$ cat src/rtl/cmfs_pkg.sv
`default_nettype none

package cmfs_pkg;

    localparam int DEF_COMPONENT_BITS      = 16;
    localparam int DEF_COORD_FRACTION_BITS = 16;

    typedef enum logic [2:0] {
        FACE_NEG_Z = 3'd0,
        FACE_POS_Z = 3'd1,
        FACE_POS_Y = 3'd2,
        FACE_NEG_X = 3'd3,
        FACE_NEG_Y = 3'd4,
        FACE_POS_X = 3'd5
    } t_face;

endpackage

`default_nettype wire

$ cat src/rtl/cmfs_in_if.sv
`default_nettype none

interface cmfs_in_if #(
    parameter int COMPONENT_BITS = cmfs_pkg::DEF_COMPONENT_BITS
);
    logic                             valid;
    logic                             ready;
    logic signed [COMPONENT_BITS-1:0] dir_x;
    logic signed [COMPONENT_BITS-1:0] dir_y;
    logic signed [COMPONENT_BITS-1:0] dir_z;
    logic signed [COMPONENT_BITS-1:0] ddx_x;
    logic signed [COMPONENT_BITS-1:0] ddx_y;
    logic signed [COMPONENT_BITS-1:0] ddx_z;
    logic signed [COMPONENT_BITS-1:0] ddy_x;
    logic signed [COMPONENT_BITS-1:0] ddy_y;
    logic signed [COMPONENT_BITS-1:0] ddy_z;

    modport source (
        output valid, dir_x, dir_y, dir_z, ddx_x, ddx_y, ddx_z, ddy_x, ddy_y, ddy_z,
        input  ready
    );
    modport sink (
        input  valid, dir_x, dir_y, dir_z, ddx_x, ddx_y, ddx_z, ddy_x, ddy_y, ddy_z,
        output ready
    );
endinterface

`default_nettype wire

$ cat src/rtl/cmfs_out_if.sv
`default_nettype none

interface cmfs_out_if #(
    parameter int COMPONENT_BITS      = cmfs_pkg::DEF_COMPONENT_BITS,
    parameter int COORD_FRACTION_BITS = cmfs_pkg::DEF_COORD_FRACTION_BITS
);
    logic                                valid;
    logic                                ready;
    logic [2:0]                          face;
    logic [COORD_FRACTION_BITS-1:0]      u_coord;
    logic [COORD_FRACTION_BITS-1:0]      v_coord;
    logic signed [COMPONENT_BITS-1:0]    ddx_first;
    logic signed [COMPONENT_BITS-1:0]    ddx_second;
    logic signed [COMPONENT_BITS-1:0]    ddy_first;
    logic signed [COMPONENT_BITS-1:0]    ddy_second;
    logic                                degenerate;

    modport source (
        output valid, face, u_coord, v_coord, ddx_first, ddx_second,
               ddy_first, ddy_second, degenerate,
        input  ready
    );
    modport sink (
        input  valid, face, u_coord, v_coord, ddx_first, ddx_second,
               ddy_first, ddy_second, degenerate,
        output ready
    );
endinterface

`default_nettype wire

$ cat src/rtl/cube_map_face_select_unit.sv
`default_nettype none

// Cube map face select. Takes one direction vector and its two screen
// derivatives per beat, picks the major-axis face, and returns the face,
// rounded and saturated u/v in 0.COORD_FRACTION_BITS, the in-plane derivative
// components and a flag for the zero vector. Fully pipelined: one beat in and
// one beat out per clock while o_rsp.ready holds. The two restoring dividers
// resolve one quotient bit per stage. Each stage holds its beat independently,
// so bubbles are squeezed out under backpressure.
module cube_map_face_select_unit #(
    parameter int COMPONENT_BITS      = cmfs_pkg::DEF_COMPONENT_BITS,
    parameter int COORD_FRACTION_BITS = cmfs_pkg::DEF_COORD_FRACTION_BITS
) (
    input  wire logic   i_clk,
    input  wire logic   i_rst_n,
    cmfs_in_if.sink     i_req,
    cmfs_out_if.source  o_rsp
);
    import cmfs_pkg::*;

    localparam int CB  = COMPONENT_BITS;
    localparam int FB  = COORD_FRACTION_BITS;
    localparam int NW  = CB + FB + 1;
    localparam int DS  = 3;
    localparam int NS  = FB + 5;
    localparam int OUT = NS - 1;

    // handshake chain
    logic [NS-1:0] r_v;
    logic [NS:0]   w_rdy;

    assign w_rdy[NS] = o_rsp.ready;
    for (genvar k = 0; k < NS; k++) begin : g_rdy
        assign w_rdy[k] = !r_v[k] || w_rdy[k+1];
    end

    always_ff @(posedge i_clk) begin
        if (!i_rst_n) begin
            r_v <= '0;
        end else begin
            if (w_rdy[0]) begin
                r_v[0] <= i_req.valid;
            end
            for (int k = 1; k < NS; k++) begin
                if (w_rdy[k]) begin
                    r_v[k] <= r_v[k-1];
                end
            end
        end
    end

    assign i_req.ready = w_rdy[0];

    // stage 0: face select
    logic signed [CB+1:0] w_x, w_y, w_z, w_ax, w_ay;
    logic signed [CB+1:0] w_m, w_na, w_nb;
    t_face                n_face;
    logic signed [CB-1:0] n_dd [4];

    assign w_x  = (CB+2)'(i_req.dir_x);
    assign w_y  = (CB+2)'(i_req.dir_y);
    assign w_z  = (CB+2)'(i_req.dir_z);
    assign w_ax = w_x[CB+1] ? -w_x : w_x;
    assign w_ay = w_y[CB+1] ? -w_y : w_y;

    always_comb begin
        priority if (w_z <= -w_ax && w_z <= -w_ay) begin
            n_face = FACE_NEG_Z; w_m = -w_z; w_na = w_x;  w_nb = w_y;
        end else if (w_z >= w_ax && w_z >= w_ay) begin
            n_face = FACE_POS_Z; w_m = w_z;  w_na = w_x;  w_nb = -w_y;
        end else if (w_y >= w_ax) begin
            n_face = FACE_POS_Y; w_m = w_y;  w_na = w_x;  w_nb = w_z;
        end else if (w_x <= -w_ay) begin
            n_face = FACE_NEG_X; w_m = -w_x; w_na = w_y;  w_nb = w_z;
        end else if (w_y <= -w_ax) begin
            n_face = FACE_NEG_Y; w_m = -w_y; w_na = -w_x; w_nb = w_z;
        end else begin
            n_face = FACE_POS_X; w_m = w_x;  w_na = -w_y; w_nb = w_z;
        end
    end

    always_comb begin
        unique case (n_face)
            FACE_POS_Y, FACE_NEG_Y: begin
                n_dd[0] = i_req.ddx_x; n_dd[1] = i_req.ddx_z;
                n_dd[2] = i_req.ddy_x; n_dd[3] = i_req.ddy_z;
            end
            FACE_NEG_X, FACE_POS_X: begin
                n_dd[0] = i_req.ddx_y; n_dd[1] = i_req.ddx_z;
                n_dd[2] = i_req.ddy_y; n_dd[3] = i_req.ddy_z;
            end
            default: begin
                n_dd[0] = i_req.ddx_x; n_dd[1] = i_req.ddx_y;
                n_dd[2] = i_req.ddy_x; n_dd[3] = i_req.ddy_y;
            end
        endcase
    end

    // sideband carried through every stage
    t_face                r_face  [NS];
    logic                 r_degen [NS];
    logic signed [CB-1:0] r_dd    [NS][4];

    always_ff @(posedge i_clk) begin
        if (w_rdy[0]) begin
            r_face[0]  <= n_face;
            r_degen[0] <= (w_m == '0);
            r_dd[0]    <= n_dd;
        end
        for (int k = 1; k < NS; k++) begin
            if (w_rdy[k]) begin
                r_face[k]  <= r_face[k-1];
                r_degen[k] <= r_degen[k-1];
                r_dd[k]    <= r_dd[k-1];
            end
        end
    end

    // stage 0 operands
    logic [CB-1:0]      r_a_m;
    logic signed [CB:0] r_a_nu, r_a_nv;

    always_ff @(posedge i_clk) begin
        if (w_rdy[0]) begin
            r_a_m  <= w_m[CB-1:0];
            r_a_nu <= w_na[CB:0];
            r_a_nv <= w_nb[CB:0];
        end
    end

    // stage 1: m + n
    logic [CB-1:0]        r_b_m;
    logic signed [CB+1:0] r_b_su, r_b_sv;

    always_ff @(posedge i_clk) begin
        if (w_rdy[1]) begin
            r_b_m  <= r_a_m;
            r_b_su <= $signed({2'b00, r_a_m}) + $signed({r_a_nu[CB], r_a_nu});
            r_b_sv <= $signed({2'b00, r_a_m}) + $signed({r_a_nv[CB], r_a_nv});
        end
    end

    // stage 2: clamp to [0, 2m], form (s << F) + m and 2m
    logic [CB:0]   w_twom, w_cu, w_cv;
    logic [NW-1:0] w_mext;
    logic [NW-1:0] r_c_nu, r_c_nv;
    logic [CB:0]   r_c_den;

    assign w_twom = {r_b_m, 1'b0};
    assign w_mext = {{(NW-CB){1'b0}}, r_b_m};

    always_comb begin
        priority if (r_b_su[CB+1])      w_cu = '0;
        else if (r_b_su[CB:0] > w_twom) w_cu = w_twom;
        else                            w_cu = r_b_su[CB:0];
        priority if (r_b_sv[CB+1])      w_cv = '0;
        else if (r_b_sv[CB:0] > w_twom) w_cv = w_twom;
        else                            w_cv = r_b_sv[CB:0];
    end

    always_ff @(posedge i_clk) begin
        if (w_rdy[2]) begin
            r_c_nu  <= {w_cu, {FB{1'b0}}} + w_mext;
            r_c_nv  <= {w_cv, {FB{1'b0}}} + w_mext;
            r_c_den <= w_twom;
        end
    end

    // stages 3 .. FB+3: dividers
    logic [FB:0] w_qu, w_qv;

    cmfs_coord_div #(
        .COMPONENT_BITS      (CB),
        .COORD_FRACTION_BITS (FB)
    ) u_div_u (
        .i_clk (i_clk),
        .i_en  (w_rdy[DS+FB:DS]),
        .i_num (r_c_nu),
        .i_den (r_c_den),
        .o_quo (w_qu)
    );

    cmfs_coord_div #(
        .COMPONENT_BITS      (CB),
        .COORD_FRACTION_BITS (FB)
    ) u_div_v (
        .i_clk (i_clk),
        .i_en  (w_rdy[DS+FB:DS]),
        .i_num (r_c_nv),
        .i_den (r_c_den),
        .o_quo (w_qv)
    );

    // output stage: saturate, zero-vector override
    localparam logic [FB-1:0] HALF = {1'b1, {(FB-1){1'b0}}};

    logic [FB-1:0] r_u, r_v_coord;

    always_ff @(posedge i_clk) begin
        if (w_rdy[OUT]) begin
            if (r_degen[OUT-1]) begin
                r_u       <= HALF;
                r_v_coord <= HALF;
            end else begin
                r_u       <= w_qu[FB] ? {FB{1'b1}} : w_qu[FB-1:0];
                r_v_coord <= w_qv[FB] ? {FB{1'b1}} : w_qv[FB-1:0];
            end
        end
    end

    assign o_rsp.valid      = r_v[OUT];
    assign o_rsp.face       = r_face[OUT];
    assign o_rsp.u_coord    = r_u;
    assign o_rsp.v_coord    = r_v_coord;
    assign o_rsp.ddx_first  = r_dd[OUT][0];
    assign o_rsp.ddx_second = r_dd[OUT][1];
    assign o_rsp.ddy_first  = r_dd[OUT][2];
    assign o_rsp.ddy_second = r_dd[OUT][3];
    assign o_rsp.degenerate = r_degen[OUT];

endmodule

`default_nettype wire

$ cat src/rtl/cmfs_coord_div.sv
`default_nettype none

// Restoring divider, one quotient bit per stage, MSB first.
module cmfs_coord_div #(
    parameter int COMPONENT_BITS      = cmfs_pkg::DEF_COMPONENT_BITS,
    parameter int COORD_FRACTION_BITS = cmfs_pkg::DEF_COORD_FRACTION_BITS,
    localparam int NW = COMPONENT_BITS + COORD_FRACTION_BITS + 1
) (
    input  wire logic                           i_clk,
    input  wire logic [COORD_FRACTION_BITS:0]   i_en,
    input  wire logic [NW-1:0]                  i_num,
    input  wire logic [COMPONENT_BITS:0]        i_den,
    output logic [COORD_FRACTION_BITS:0]        o_quo
);
    import cmfs_pkg::*;

    localparam int FB = COORD_FRACTION_BITS;

    logic [NW-1:0]             r_rem [FB+1];
    logic [COMPONENT_BITS:0]   r_den [FB+1];
    logic [FB:0]               r_quo [FB+1];

    for (genvar k = 0; k <= FB; k++) begin : g_stage
        localparam int BIT = FB - k;

        logic [NW-1:0]           w_rem_in;
        logic [COMPONENT_BITS:0] w_den_in;
        logic [FB:0]             w_quo_in;
        logic [NW-1:0]           w_sh;
        logic [NW:0]             w_diff;
        logic [NW-1:0]           n_rem;
        logic [FB:0]             n_quo;

        if (k == 0) begin : g_first
            assign w_rem_in = i_num;
            assign w_den_in = i_den;
            assign w_quo_in = '0;
        end else begin : g_next
            assign w_rem_in = r_rem[k-1];
            assign w_den_in = r_den[k-1];
            assign w_quo_in = r_quo[k-1];
        end

        assign w_sh   = {{(NW-COMPONENT_BITS-1){1'b0}}, w_den_in} << BIT;
        assign w_diff = {1'b0, w_rem_in} - {1'b0, w_sh};

        always_comb begin
            n_rem = w_rem_in;
            n_quo = w_quo_in;
            if (!w_diff[NW]) begin
                n_rem      = w_diff[NW-1:0];
                n_quo[BIT] = 1'b1;
            end
        end

        always_ff @(posedge i_clk) begin
            if (i_en[k]) begin
                r_rem[k] <= n_rem;
                r_den[k] <= w_den_in;
                r_quo[k] <= n_quo;
            end
        end
    end

    assign o_quo = r_quo[FB];

endmodule

`default_nettype wire
$ cat src/flat_wrapper.sv
// flat-port wrapper written by rule: the top's interface ports become plain ports
module cube_map_face_select_unit_flat import cmfs_pkg::*;
#(
    parameter int COMPONENT_BITS      = cmfs_pkg::DEF_COMPONENT_BITS,
    parameter int COORD_FRACTION_BITS = cmfs_pkg::DEF_COORD_FRACTION_BITS
)
  (i_clk, i_rst_n, i_req_valid, i_req_dir_x, i_req_dir_y, i_req_dir_z, i_req_ddx_x, i_req_ddx_y, i_req_ddx_z, i_req_ddy_x, i_req_ddy_y, i_req_ddy_z, i_req_ready, o_rsp_valid, o_rsp_face, o_rsp_u_coord, o_rsp_v_coord, o_rsp_ddx_first, o_rsp_ddx_second, o_rsp_ddy_first, o_rsp_ddy_second, o_rsp_degenerate, o_rsp_ready);
  cmfs_in_if #(.COMPONENT_BITS(COMPONENT_BITS)) i_req_i ();
  cmfs_out_if #(.COMPONENT_BITS(COMPONENT_BITS), .COORD_FRACTION_BITS(COORD_FRACTION_BITS)) o_rsp_i ();
  input  wire logic i_clk;
  input  wire logic i_rst_n;
  input wire logic [$bits(i_req_i.valid)-1:0] i_req_valid;
  input wire logic [$bits(i_req_i.dir_x)-1:0] i_req_dir_x;
  input wire logic [$bits(i_req_i.dir_y)-1:0] i_req_dir_y;
  input wire logic [$bits(i_req_i.dir_z)-1:0] i_req_dir_z;
  input wire logic [$bits(i_req_i.ddx_x)-1:0] i_req_ddx_x;
  input wire logic [$bits(i_req_i.ddx_y)-1:0] i_req_ddx_y;
  input wire logic [$bits(i_req_i.ddx_z)-1:0] i_req_ddx_z;
  input wire logic [$bits(i_req_i.ddy_x)-1:0] i_req_ddy_x;
  input wire logic [$bits(i_req_i.ddy_y)-1:0] i_req_ddy_y;
  input wire logic [$bits(i_req_i.ddy_z)-1:0] i_req_ddy_z;
  output wire logic [$bits(i_req_i.ready)-1:0] i_req_ready;
  output wire logic [$bits(o_rsp_i.valid)-1:0] o_rsp_valid;
  output wire logic [$bits(o_rsp_i.face)-1:0] o_rsp_face;
  output wire logic [$bits(o_rsp_i.u_coord)-1:0] o_rsp_u_coord;
  output wire logic [$bits(o_rsp_i.v_coord)-1:0] o_rsp_v_coord;
  output wire logic [$bits(o_rsp_i.ddx_first)-1:0] o_rsp_ddx_first;
  output wire logic [$bits(o_rsp_i.ddx_second)-1:0] o_rsp_ddx_second;
  output wire logic [$bits(o_rsp_i.ddy_first)-1:0] o_rsp_ddy_first;
  output wire logic [$bits(o_rsp_i.ddy_second)-1:0] o_rsp_ddy_second;
  output wire logic [$bits(o_rsp_i.degenerate)-1:0] o_rsp_degenerate;
  input wire logic [$bits(o_rsp_i.ready)-1:0] o_rsp_ready;
  assign i_req_i.valid = i_req_valid;
  assign i_req_i.dir_x = i_req_dir_x;
  assign i_req_i.dir_y = i_req_dir_y;
  assign i_req_i.dir_z = i_req_dir_z;
  assign i_req_i.ddx_x = i_req_ddx_x;
  assign i_req_i.ddx_y = i_req_ddx_y;
  assign i_req_i.ddx_z = i_req_ddx_z;
  assign i_req_i.ddy_x = i_req_ddy_x;
  assign i_req_i.ddy_y = i_req_ddy_y;
  assign i_req_i.ddy_z = i_req_ddy_z;
  assign i_req_ready = i_req_i.ready;
  assign o_rsp_valid = o_rsp_i.valid;
  assign o_rsp_face = o_rsp_i.face;
  assign o_rsp_u_coord = o_rsp_i.u_coord;
  assign o_rsp_v_coord = o_rsp_i.v_coord;
  assign o_rsp_ddx_first = o_rsp_i.ddx_first;
  assign o_rsp_ddx_second = o_rsp_i.ddx_second;
  assign o_rsp_ddy_first = o_rsp_i.ddy_first;
  assign o_rsp_ddy_second = o_rsp_i.ddy_second;
  assign o_rsp_degenerate = o_rsp_i.degenerate;
  assign o_rsp_i.ready = o_rsp_ready;
  cube_map_face_select_unit #(.COMPONENT_BITS(COMPONENT_BITS), .COORD_FRACTION_BITS(COORD_FRACTION_BITS)) u_core (.i_clk(i_clk), .i_rst_n(i_rst_n), .i_req(i_req_i), .o_rsp(o_rsp_i));
endmodule
$ cat config.mk
export PLATFORM = sky130hd
export DESIGN_NAME = cube_map_face_select_unit_flat
export DESIGN_NICKNAME = d
export VERILOG_FILES = /design/src/rtl/cmfs_pkg.sv /design/src/rtl/cmfs_in_if.sv /design/src/rtl/cmfs_out_if.sv /design/src/rtl/cube_map_face_select_unit.sv /design/src/rtl/cmfs_coord_div.sv /design/src/flat_wrapper.sv
export SDC_FILE = /design/constraint.sdc
export NUM_CORES = 2
export LEC_CHECK = 0
export ABC_AREA = 1
export BUFFER_PORTS_ARGS = -buffer_cell sky130_fd_sc_hd__buf_2
export CORE_MARGIN = 1.5
export CORE_UTILIZATION = 44
export DETAILED_ROUTE_END_ITERATION = 12
export PLACE_DENSITY = 0.62
export SLEW_MARGIN = 25
export SYNTH_ARGS = -nofsm -noshare
export SYNTH_HDL_FRONTEND = slang
export SYNTH_SLANG_ARGS = --single-unit
$ cat constraint.sdc
create_clock -name i_clk -period 62.8 [get_ports i_clk]
set_input_delay 9.42 -clock i_clk [delete_from_list [all_inputs] [get_ports i_clk]]
set_output_delay 9.42 -clock i_clk [all_outputs]
set_load 0.1 [all_outputs]
## After elaboration in Yosys (flattened, before gate mapping)

Memory sizes are Yosys's and may differ from the RTL's.
Index checks and enable logic that the tools add are counted.

- Memories: 9
- Output and inout port bits: 102
- Memory bits (writable): 3706
- Input port bits: 148
- Bits in registers: 237
- Logic and storage cells: 284

- Magnitude comparators: 9
- Muxes and demuxes: 136
- Eq/ne operators: 4
- Add/subtract/negate cells: 43
- Reductions and logical operators: 49

Memory list:

| memory | words | bits a word | rd ports | clocked after Yosys merged registers in | wr ports | RTL line | RTL |
|---|---|---|---|---|---|---|---|
| u_core.r_dd | 21 | 64 | 21 | 0 | 21 | cube_map_face_select_unit.sv:102 | `logic signed [CB-1:0] r_dd [NS][4];` |
| u_core.u_div_u.r_rem | 17 | 33 | 16 | 0 | 17 | cmfs_coord_div.sv:19 | `logic [NW-1:0] r_rem [FB+1];` |
| u_core.u_div_v.r_rem | 17 | 33 | 16 | 0 | 17 | cmfs_coord_div.sv:19 |  |
| u_core.u_div_u.r_den | 17 | 17 | 16 | 0 | 17 | cmfs_coord_div.sv:20 | `logic [COMPONENT_BITS:0] r_den [FB+1];` |
| u_core.u_div_u.r_quo | 17 | 17 | 17 | 0 | 17 | cmfs_coord_div.sv:21 | `logic [FB:0] r_quo [FB+1];` |
| u_core.u_div_v.r_den | 17 | 17 | 16 | 0 | 17 | cmfs_coord_div.sv:20 |  |
| +3 memories | n/a | n/a | n/a | n/a | n/a | n/a |  |

Operator list:

| cell | number |
|---|---|
| $mux W33 | 34 |
| $mux W17 | 11 |
| $pmux W64 S2 | 1 |
| $mux W18 | 7 |
| $mux W1 | 77 |
| $le A16 B18 Y1 | 4 |
| $sub A33 B17 Y34 | 2 |
| $sub A33 B18 Y34 | 2 |
| $sub A33 B19 Y34 | 2 |
| $sub A33 B20 Y34 | 2 |
| $sub A33 B21 Y34 | 2 |
| $sub A33 B22 Y34 | 2 |
| $sub A33 B23 Y34 | 2 |
| $sub A33 B24 Y34 | 2 |
| $sub A33 B25 Y34 | 2 |
| $sub A33 B26 Y34 | 2 |
| $sub A33 B27 Y34 | 2 |
| $sub A33 B28 Y34 | 2 |
| $sub A33 B29 Y34 | 2 |
| $sub A33 B30 Y34 | 2 |
| $sub A33 B31 Y34 | 2 |
| $sub A33 B32 Y34 | 2 |
| $sub A33 B33 Y34 | 2 |
| $add A33 B16 Y33 | 2 |
| other kinds (14) | 71 |

## Depth between registers and ports, before layout

- Depth in word-level cells: 24
- Mapped depth: 39
- Depth with buffers taken out: 38

## Cells and area by module

From an unflattened synthesis, not the netlist that was laid out.

- Cell total of the unflattened synthesis: 16451
- Area total of the unflattened synthesis: 170488.5 µm²

Modules (own cells, without submodules):

| module | area each (µm²) | cells an instance | times used | sequential area each (µm²) |
|---|---|---|---|---|
| cube_map_face_select_unit | 60177.7 | 3600 | 1 | 48826.8 |
| cmfs_coord_div (u_core.u_div_v) | 55236.7 | 6398 | 1 | 28617.4 |
| cmfs_coord_div (u_core.u_div_u) | 55074.1 | 6453 | 1 | 28617.4 |

## Worst setup path after synthesis

OpenSTA, ideal clock, no wires.

- Path type: input to output
- Start: in o_rsp_ready
- End: out i_req_ready
- Slack: 16.004 ns
- Stages: 30
- Arrival time: 37.376 ns
- Data required time: 53.380 ns
- Path through: nor2_2 inv_2 nor2_1 inv_2 nor2_2 inv_2 nor2_1 inv_2 nor2_1 inv_1 nor2_1 inv_2 nor2_2 inv_2 nor2_2 inv_2 nor2_2 inv_2 nor2_4 nand2_2 nor2_4 nand2_2 nor2_4 nand2_2 nor2_4 nand2_2 nor2_2 nand2_2 nor2_4 nand2_2

- Longest elaborated chain between the ends: 21

Ends and longest elaborated chain:

| what | RTL line | RTL |
|---|---|---|
| start: declaration | flat_wrapper.sv:32 | `input wire logic [$bits(o_rsp_i.ready)-1:0] o_rsp_ready;` |
| $logic_or A1 B1 Y1 | cube_map_face_select_unit.sv:34 | `assign w_rdy[k] = !r_v[k] \|\| w_rdy[k+1];` |
| named net u_core.w_rdy[20] | cube_map_face_select_unit.sv:30 | `logic [NS:0] w_rdy;` |
| $logic_or A1 B1 Y1 | cube_map_face_select_unit.sv:34 |  |
| named net u_core.u_div_u.i_en[16] | cmfs_coord_div.sv:10 | `input wire logic [COORD_FRACTION_BITS:0] i_en,` |
| $logic_or A1 B1 Y1 | cube_map_face_select_unit.sv:34 |  |
| named net u_core.u_div_u.i_en[15] | cmfs_coord_div.sv:10 |  |
| $logic_or A1 B1 Y1 | cube_map_face_select_unit.sv:34 |  |
| named net u_core.u_div_u.i_en[14] | cmfs_coord_div.sv:10 |  |
| [1 not listed] | n/a |  |
| named net u_core.u_div_u.i_en[13] | cmfs_coord_div.sv:10 |  |
| [1 not listed] | n/a |  |
| named net u_core.u_div_u.i_en[12] | cmfs_coord_div.sv:10 |  |
| [1 not listed] | n/a |  |
| named net u_core.u_div_u.i_en[11] | cmfs_coord_div.sv:10 |  |
| [1 not listed] | n/a |  |
| named net u_core.u_div_u.i_en[10] | cmfs_coord_div.sv:10 |  |
| [1 not listed] | n/a |  |
| named net u_core.u_div_u.i_en[9] | cmfs_coord_div.sv:10 |  |
| [2 not listed] | n/a |  |
| named net u_core.u_div_u.i_en[7] | cmfs_coord_div.sv:10 |  |
| [2 not listed] | n/a |  |
| named net u_core.u_div_u.i_en[5] | cmfs_coord_div.sv:10 |  |
| $logic_or A1 B1 Y1 (2 in a row) | cube_map_face_select_unit.sv:34 |  |
| named net u_core.u_div_u.i_en[3] | cmfs_coord_div.sv:10 |  |
| $logic_or A1 B1 Y1 (2 in a row) | cube_map_face_select_unit.sv:34 |  |
| named net u_core.u_div_u.i_en[1] | cmfs_coord_div.sv:10 |  |
| $logic_or A1 B1 Y1 (2 in a row) | cube_map_face_select_unit.sv:34 |  |
| named net u_core.w_rdy[2] | cube_map_face_select_unit.sv:30 |  |
| $logic_or A1 B1 Y1 (2 in a row) | cube_map_face_select_unit.sv:34 |  |
| end: declaration | flat_wrapper.sv:22 | `output wire logic [$bits(i_req_i.ready)-1:0] i_req_ready;` |

The timed path passes the listed nets, and every way through them passes these cells.

## Final worst setup path

Ends and elaborated chain as after synthesis.

==> results_tabular.tex <==
\begin{tabular}{lr}
\hline
Metric & Value \\
\hline
\multicolumn{2}{l}{\textbf{Clock network}} \\
\quad Cts-stage hold buffer count & 0 \\
\quad Clock Pin Slew Worst Setup and Hold Paths & around 60 ps \\
\quad CTS buffer count & approximately 310 \\
\quad Clock H-tree levels & 5 \\
\quad TritonCTS clock tree & built \\
\quad Cell at the root of the clock tree & sky130\_fd\_sc\_hd\_\_clkbuf\_16 \\
\quad CTS sink cnt & approximately 3000 \\
\quad Resize count post-CTS & 0 \\
\quad Worst-skew pair later-pin latency & around 900 ps \\
\quad Largest buffer count on any clock path & 4 \\
\quad Post-CTS repair timing setup buffer count & 0 \\
\multicolumn{2}{l}{\textbf{Die}} \\
\quad Area enclosed by the die boundary & around 300000 sq um \\
\quad Rows & 199 \\
\quad Area of the placeable core & 295000 sq um \\
\quad Number of top-level pins & 250 \\
\quad Die Span X & between 500 and 600 um \\
\quad Die H & around 550 um \\
\quad Starting Density & between 40\% and 50\% \\
\multicolumn{2}{l}{\textbf{Routing}} \\
\quad Remaining DRCs & 0 \\
\quad Wire length per cell after detailed routing & 17.5 um \\
\quad DRT iter0 DRCs & 4510 \\
\quad Final routed wirelength across all metal layers & between 200 and 300 mm \\
\quad Remaining antenna violation count after routing & 0 \\
\quad Via count of the routed design & between 70000 and 80000 \\
\quad Post-DR vias/cell & around 5.0 \\
\quad 1st-pass router iterations & 5 \\
\multicolumn{2}{l}{\textbf{Place}} \\
\quad Post-detail-place hpwl & roughly 200 mm \\
\quad Count of buffers from port buffering & 249 \\
\quad Placer congestion estimate & a little over 0.9 \\
\multicolumn{2}{l}{\textbf{Final layout}} \\
\quad Total Nets Final & around 12000 \\
\quad Final core utilization & 49.7\% \\
\quad Area growth, synth to finish & 12.0\% \\
\quad Layout cells sized above 1 & between 8 and 9\% \\
\quad Multi-input gate area in the final layout & 37600 sq um \\
\quad Layout filler cell count & $\sim$25000 \\
\quad Storage element area & between 80000 and 90000 sq um \\
\multicolumn{2}{l}{\textbf{STA}} \\
\quad Relative slew slack & a little over a third \\
\quad Highest clock frequency the design can meet & roughly 0.036 GHz \\
\quad Setup repair after global routing missed its margin & no \\
\quad Max Slew Vio Count & 0 \\
\quad Final count of negative-setup-slack endpoints & 0 \\
\quad Sum of negative setup slack & 0 ps \\
\quad Clk\_skew & 84.4 ps \\
\quad Measured slew at the worst slew-check pin & between 900 and 1000 ps \\
\quad Min Clock Period, post-route & 27650 ps \\
\quad Final worst path period share & 44.0\% \\
\quad Final hold violation count & 0 \\
\multicolumn{2}{l}{\textbf{Logic synthesis}} \\
\quad Count of mapped cells out of synthesis & about 10000 \\
\quad Yosys Warn Count & 0 \\
\quad Mean cell area of the mapped netlist & 12.8 sq um \\
\quad Area share of the leading cell type in the synthesized netlist & 67.3\% \\
\quad Ys async rst share & 0\% \\
\quad Post-synth cell types & 61 \\
\quad Number of enable-type register cells in the synthesized netlist & roughly 3000 \\
\quad Post-synthesis net count & about 11000 \\
\quad Register bit count reported by yosys & 2949 \\
\quad Share of synthesized area occupied by flip-flops and latches & approximately 68\% \\
\quad Top-count cell post-synth & sky130\_fd\_sc\_hd\_\_edfxtp\_1 \\
\quad Top cells by area in the synthesized netlist & sky130\_fd\_sc\_hd\_\_edfxtp\_1 (67\%), sky130\_fd\_sc\_hd\_\_ha\_1 (6.9\%), sky130\_fd\_sc\_hd\_\_nand2\_1 (4.3\%), sky130\_fd\_sc\_hd\_\_a21oi\_1 (2.9\%), sky130\_fd\_sc\_hd\_\_inv\_1 (2.8\%) \\
\quad Leading area contributor after synthesis & sky130\_fd\_sc\_hd\_\_edfxtp\_1 \\
\quad Leading cell types by count after synthesis & sky130\_fd\_sc\_hd\_\_edfxtp\_1 (2928), sky130\_fd\_sc\_hd\_\_nand2\_1 (1496), sky130\_fd\_sc\_hd\_\_inv\_1 (958) \\
\quad Main synth FF type & sky130\_fd\_sc\_hd\_\_edfxtp\_1 \\
\quad Mapped cell area & approximately 130000 sq um \\
\multicolumn{2}{l}{\textbf{Worst setup path}} \\
\quad Data required time at the worst endpoint & about 53000 ps \\
\quad Largest fanout on the critical path & about 110 \\
\quad Most common cell on crit path & sky130\_fd\_sc\_hd\_\_nor2\_2 \\
\quad Worst Setup End Kind & output pin \\
\quad Class of the most critical setup path & in -> out \\
\quad Crit path largest cell delay & 490 ps \\
\quad Slowest CP cell & sky130\_fd\_sc\_hd\_\_nand2\_4 \\
\quad Data arrival time at the worst-slack endpoint & around 18000 ps \\
\quad Element type at the critical path start & input port \\
\multicolumn{2}{l}{\textbf{Run}} \\
\quad Max-cap violations & 0 \\
\multicolumn{2}{l}{\textbf{Global route}} \\
\quad Aggregate global-route resource usage & 17.1\% \\
\quad Pin count of the biggest net entering global routing & approximately 110 \\
\quad Number of antenna violations at the first check in global routing & 19 \\
\quad Total congestion overflow after global routing & 0 \\
\quad Global-route wire length before repair & a little over 400 mm \\
\quad Number of global-route vias before repair & approximately 76000 \\
\multicolumn{2}{l}{\textbf{Run status}} \\
\quad Result of the run & finished, final reports clean \\
\multicolumn{2}{l}{\textbf{Pwr}} \\
\quad Reported leakage power & about 58 nW \\
\quad Maximum vdd ir drop & 0.0232 mV \\
\quad Total power density per cell area & 50.2 nW/um\^{}2 \\
\multicolumn{2}{l}{\textbf{Hold path}} \\
\quad Path class of the lowest-slack min-delay path & reg -> reg \\
\hline
\end{tabular}
## metal layers
metal / track usage, % / share of wire [%] / vias up
met3: 2.11 / 3.3 / 472
met4: 6.91 / 3.9 / 10
met2: 31.1 / 51 / 1397
met5: 0 / 0.027 / -
li1: - / - / 37221
met1: 20.4 / 42 / 35497
## worst paths after layout
check | startpoint | endpoint | slack (ps) | cells after the start
min reg2reg | u_core.r_dd[1][349]$_DFFE_PP_ | u_core.r_dd[1][413]$_DFFE_PP_ | 390 | 0
max | o_rsp_ready | i_req_ready | 35150 | 32
max reg2reg | u_core.r_v[20]$_SDFFE_PN0P_ | u_core.r_a_nu[12]$_DFFE_PP_ | 52380 | 33
min | u_core.r_dd[1][349]$_DFFE_PP_ | u_core.r_dd[1][413]$_DFFE_PP_ | 390 | 0
## cell usage in the layout, fill, tap and decap left out, types with 50 or more instances in the layout
cell and count:
sky130_fd_sc_hd__a211oi_1 83, sky130_fd_sc_hd__a21oi_1 754, sky130_fd_sc_hd__buf_2 249, sky130_fd_sc_hd__buf_4 65, sky130_fd_sc_hd__clkbuf_1 71, sky130_fd_sc_hd__clkbuf_16 312, sky130_fd_sc_hd__clkinv_1 56, sky130_fd_sc_hd__clkinv_2 50
sky130_fd_sc_hd__edfxtp_1 2928, sky130_fd_sc_hd__ha_1 722, sky130_fd_sc_hd__inv_1 951, sky130_fd_sc_hd__nand2_1 1496, sky130_fd_sc_hd__nand3_1 340, sky130_fd_sc_hd__nand4_1 70, sky130_fd_sc_hd__nor2_1 721, sky130_fd_sc_hd__nor3_1 107
sky130_fd_sc_hd__o21ai_0 605, sky130_fd_sc_hd__o21bai_1 71, sky130_fd_sc_hd__xnor2_1 298, sky130_fd_sc_hd__xor2_1 406
## sequential cells by signal, summed over array words and instances, names as in the netlist, 17 cells and up
signal	count
u_core.r_a_nv	17
u_core.u_div_v.r_quo	153
u_core.r_c_nu	33
u_core.u_div_u.r_quo	153
u_core.u_div_v.r_rem	528
u_core.r_v	21
u_core.r_face	63
u_core.r_a_nu	17
u_core.u_div_u.r_den	75
u_core.u_div_u.r_rem	377
u_core.r_b_su	18
u_core.r_b_sv	18
u_core.r_dd	1344
u_core.r_c_nv	17
u_core.u_div_v.r_den	30
u_core.r_degen	21
## cell type report
| cell class | count | area share (%) |
|---|---|---|
| Sequential cell | 2949 | 60.3 |
| Antenna cell | 12 | 0.0205 |
| Tap cell | 3919 | 3.35 |
| Clock inverter | 180 | 1.27 |
| Clock buffer | 387 | 5.55 |
| Timing Repair Buffer | 315 | 1.19 |
| Multi-Input combinational cell | 6084 | 25.7 |
| Inverter | 982 | 2.56 |
## cell families (layout without fill, tap and decap cells)
family          count (synthesis)  after routing  share of synthesized area (%)
flops                        2949           2949                           67.6
simple gates                 2923           2923                           9.41
compound gates               1700           1700                           7.14
buf+inv                      1206           1864                           3.71
fa+ha+maj                     756            756                           7.43
xor+xnor                      704            704                           4.72
mux                             1              1                        0.00861
other cells                     0             12                              0
## power by group
part / switching [W] / total, W / internal (W)
logic: 0.00140 / 0.00233 / 0.000932
clock network: 0.000741 / 0.00178 / 0.00104
registers: 0.000305 / 0.00324 / 0.00293
total: 0.00245 / 0.00735 / 0.00490
## stage by stage
step / area, sq um / worst slack [ps] / hold slack, ps / std cells / total power, W
6_report: 146000 / 35150 / 394 / 14828 / 0.00735
2_1_floorplan: 131000 / 16000 / 400 / 10239 / 0.00497
3_3_place_gp: 136000 / 34700 / 400 / 14248 / 0.00553
5_1_grt: 146000 / 34170 / 379 / 14825 / 0.00784
3_5_place_dp: 136000 / 34760 / 405 / 14248 / 0.00561
4_1_cts: 146000 / 34750 / 380 / 14815 / 0.00741
## worst max-delay path: cells and delay by family
family                 cells  cell delay (ps)
buffers and inverters     11             2450
AND/OR/NAND/NOR           21             6100
Note: power is estimated with default switching activity, not from simulation.
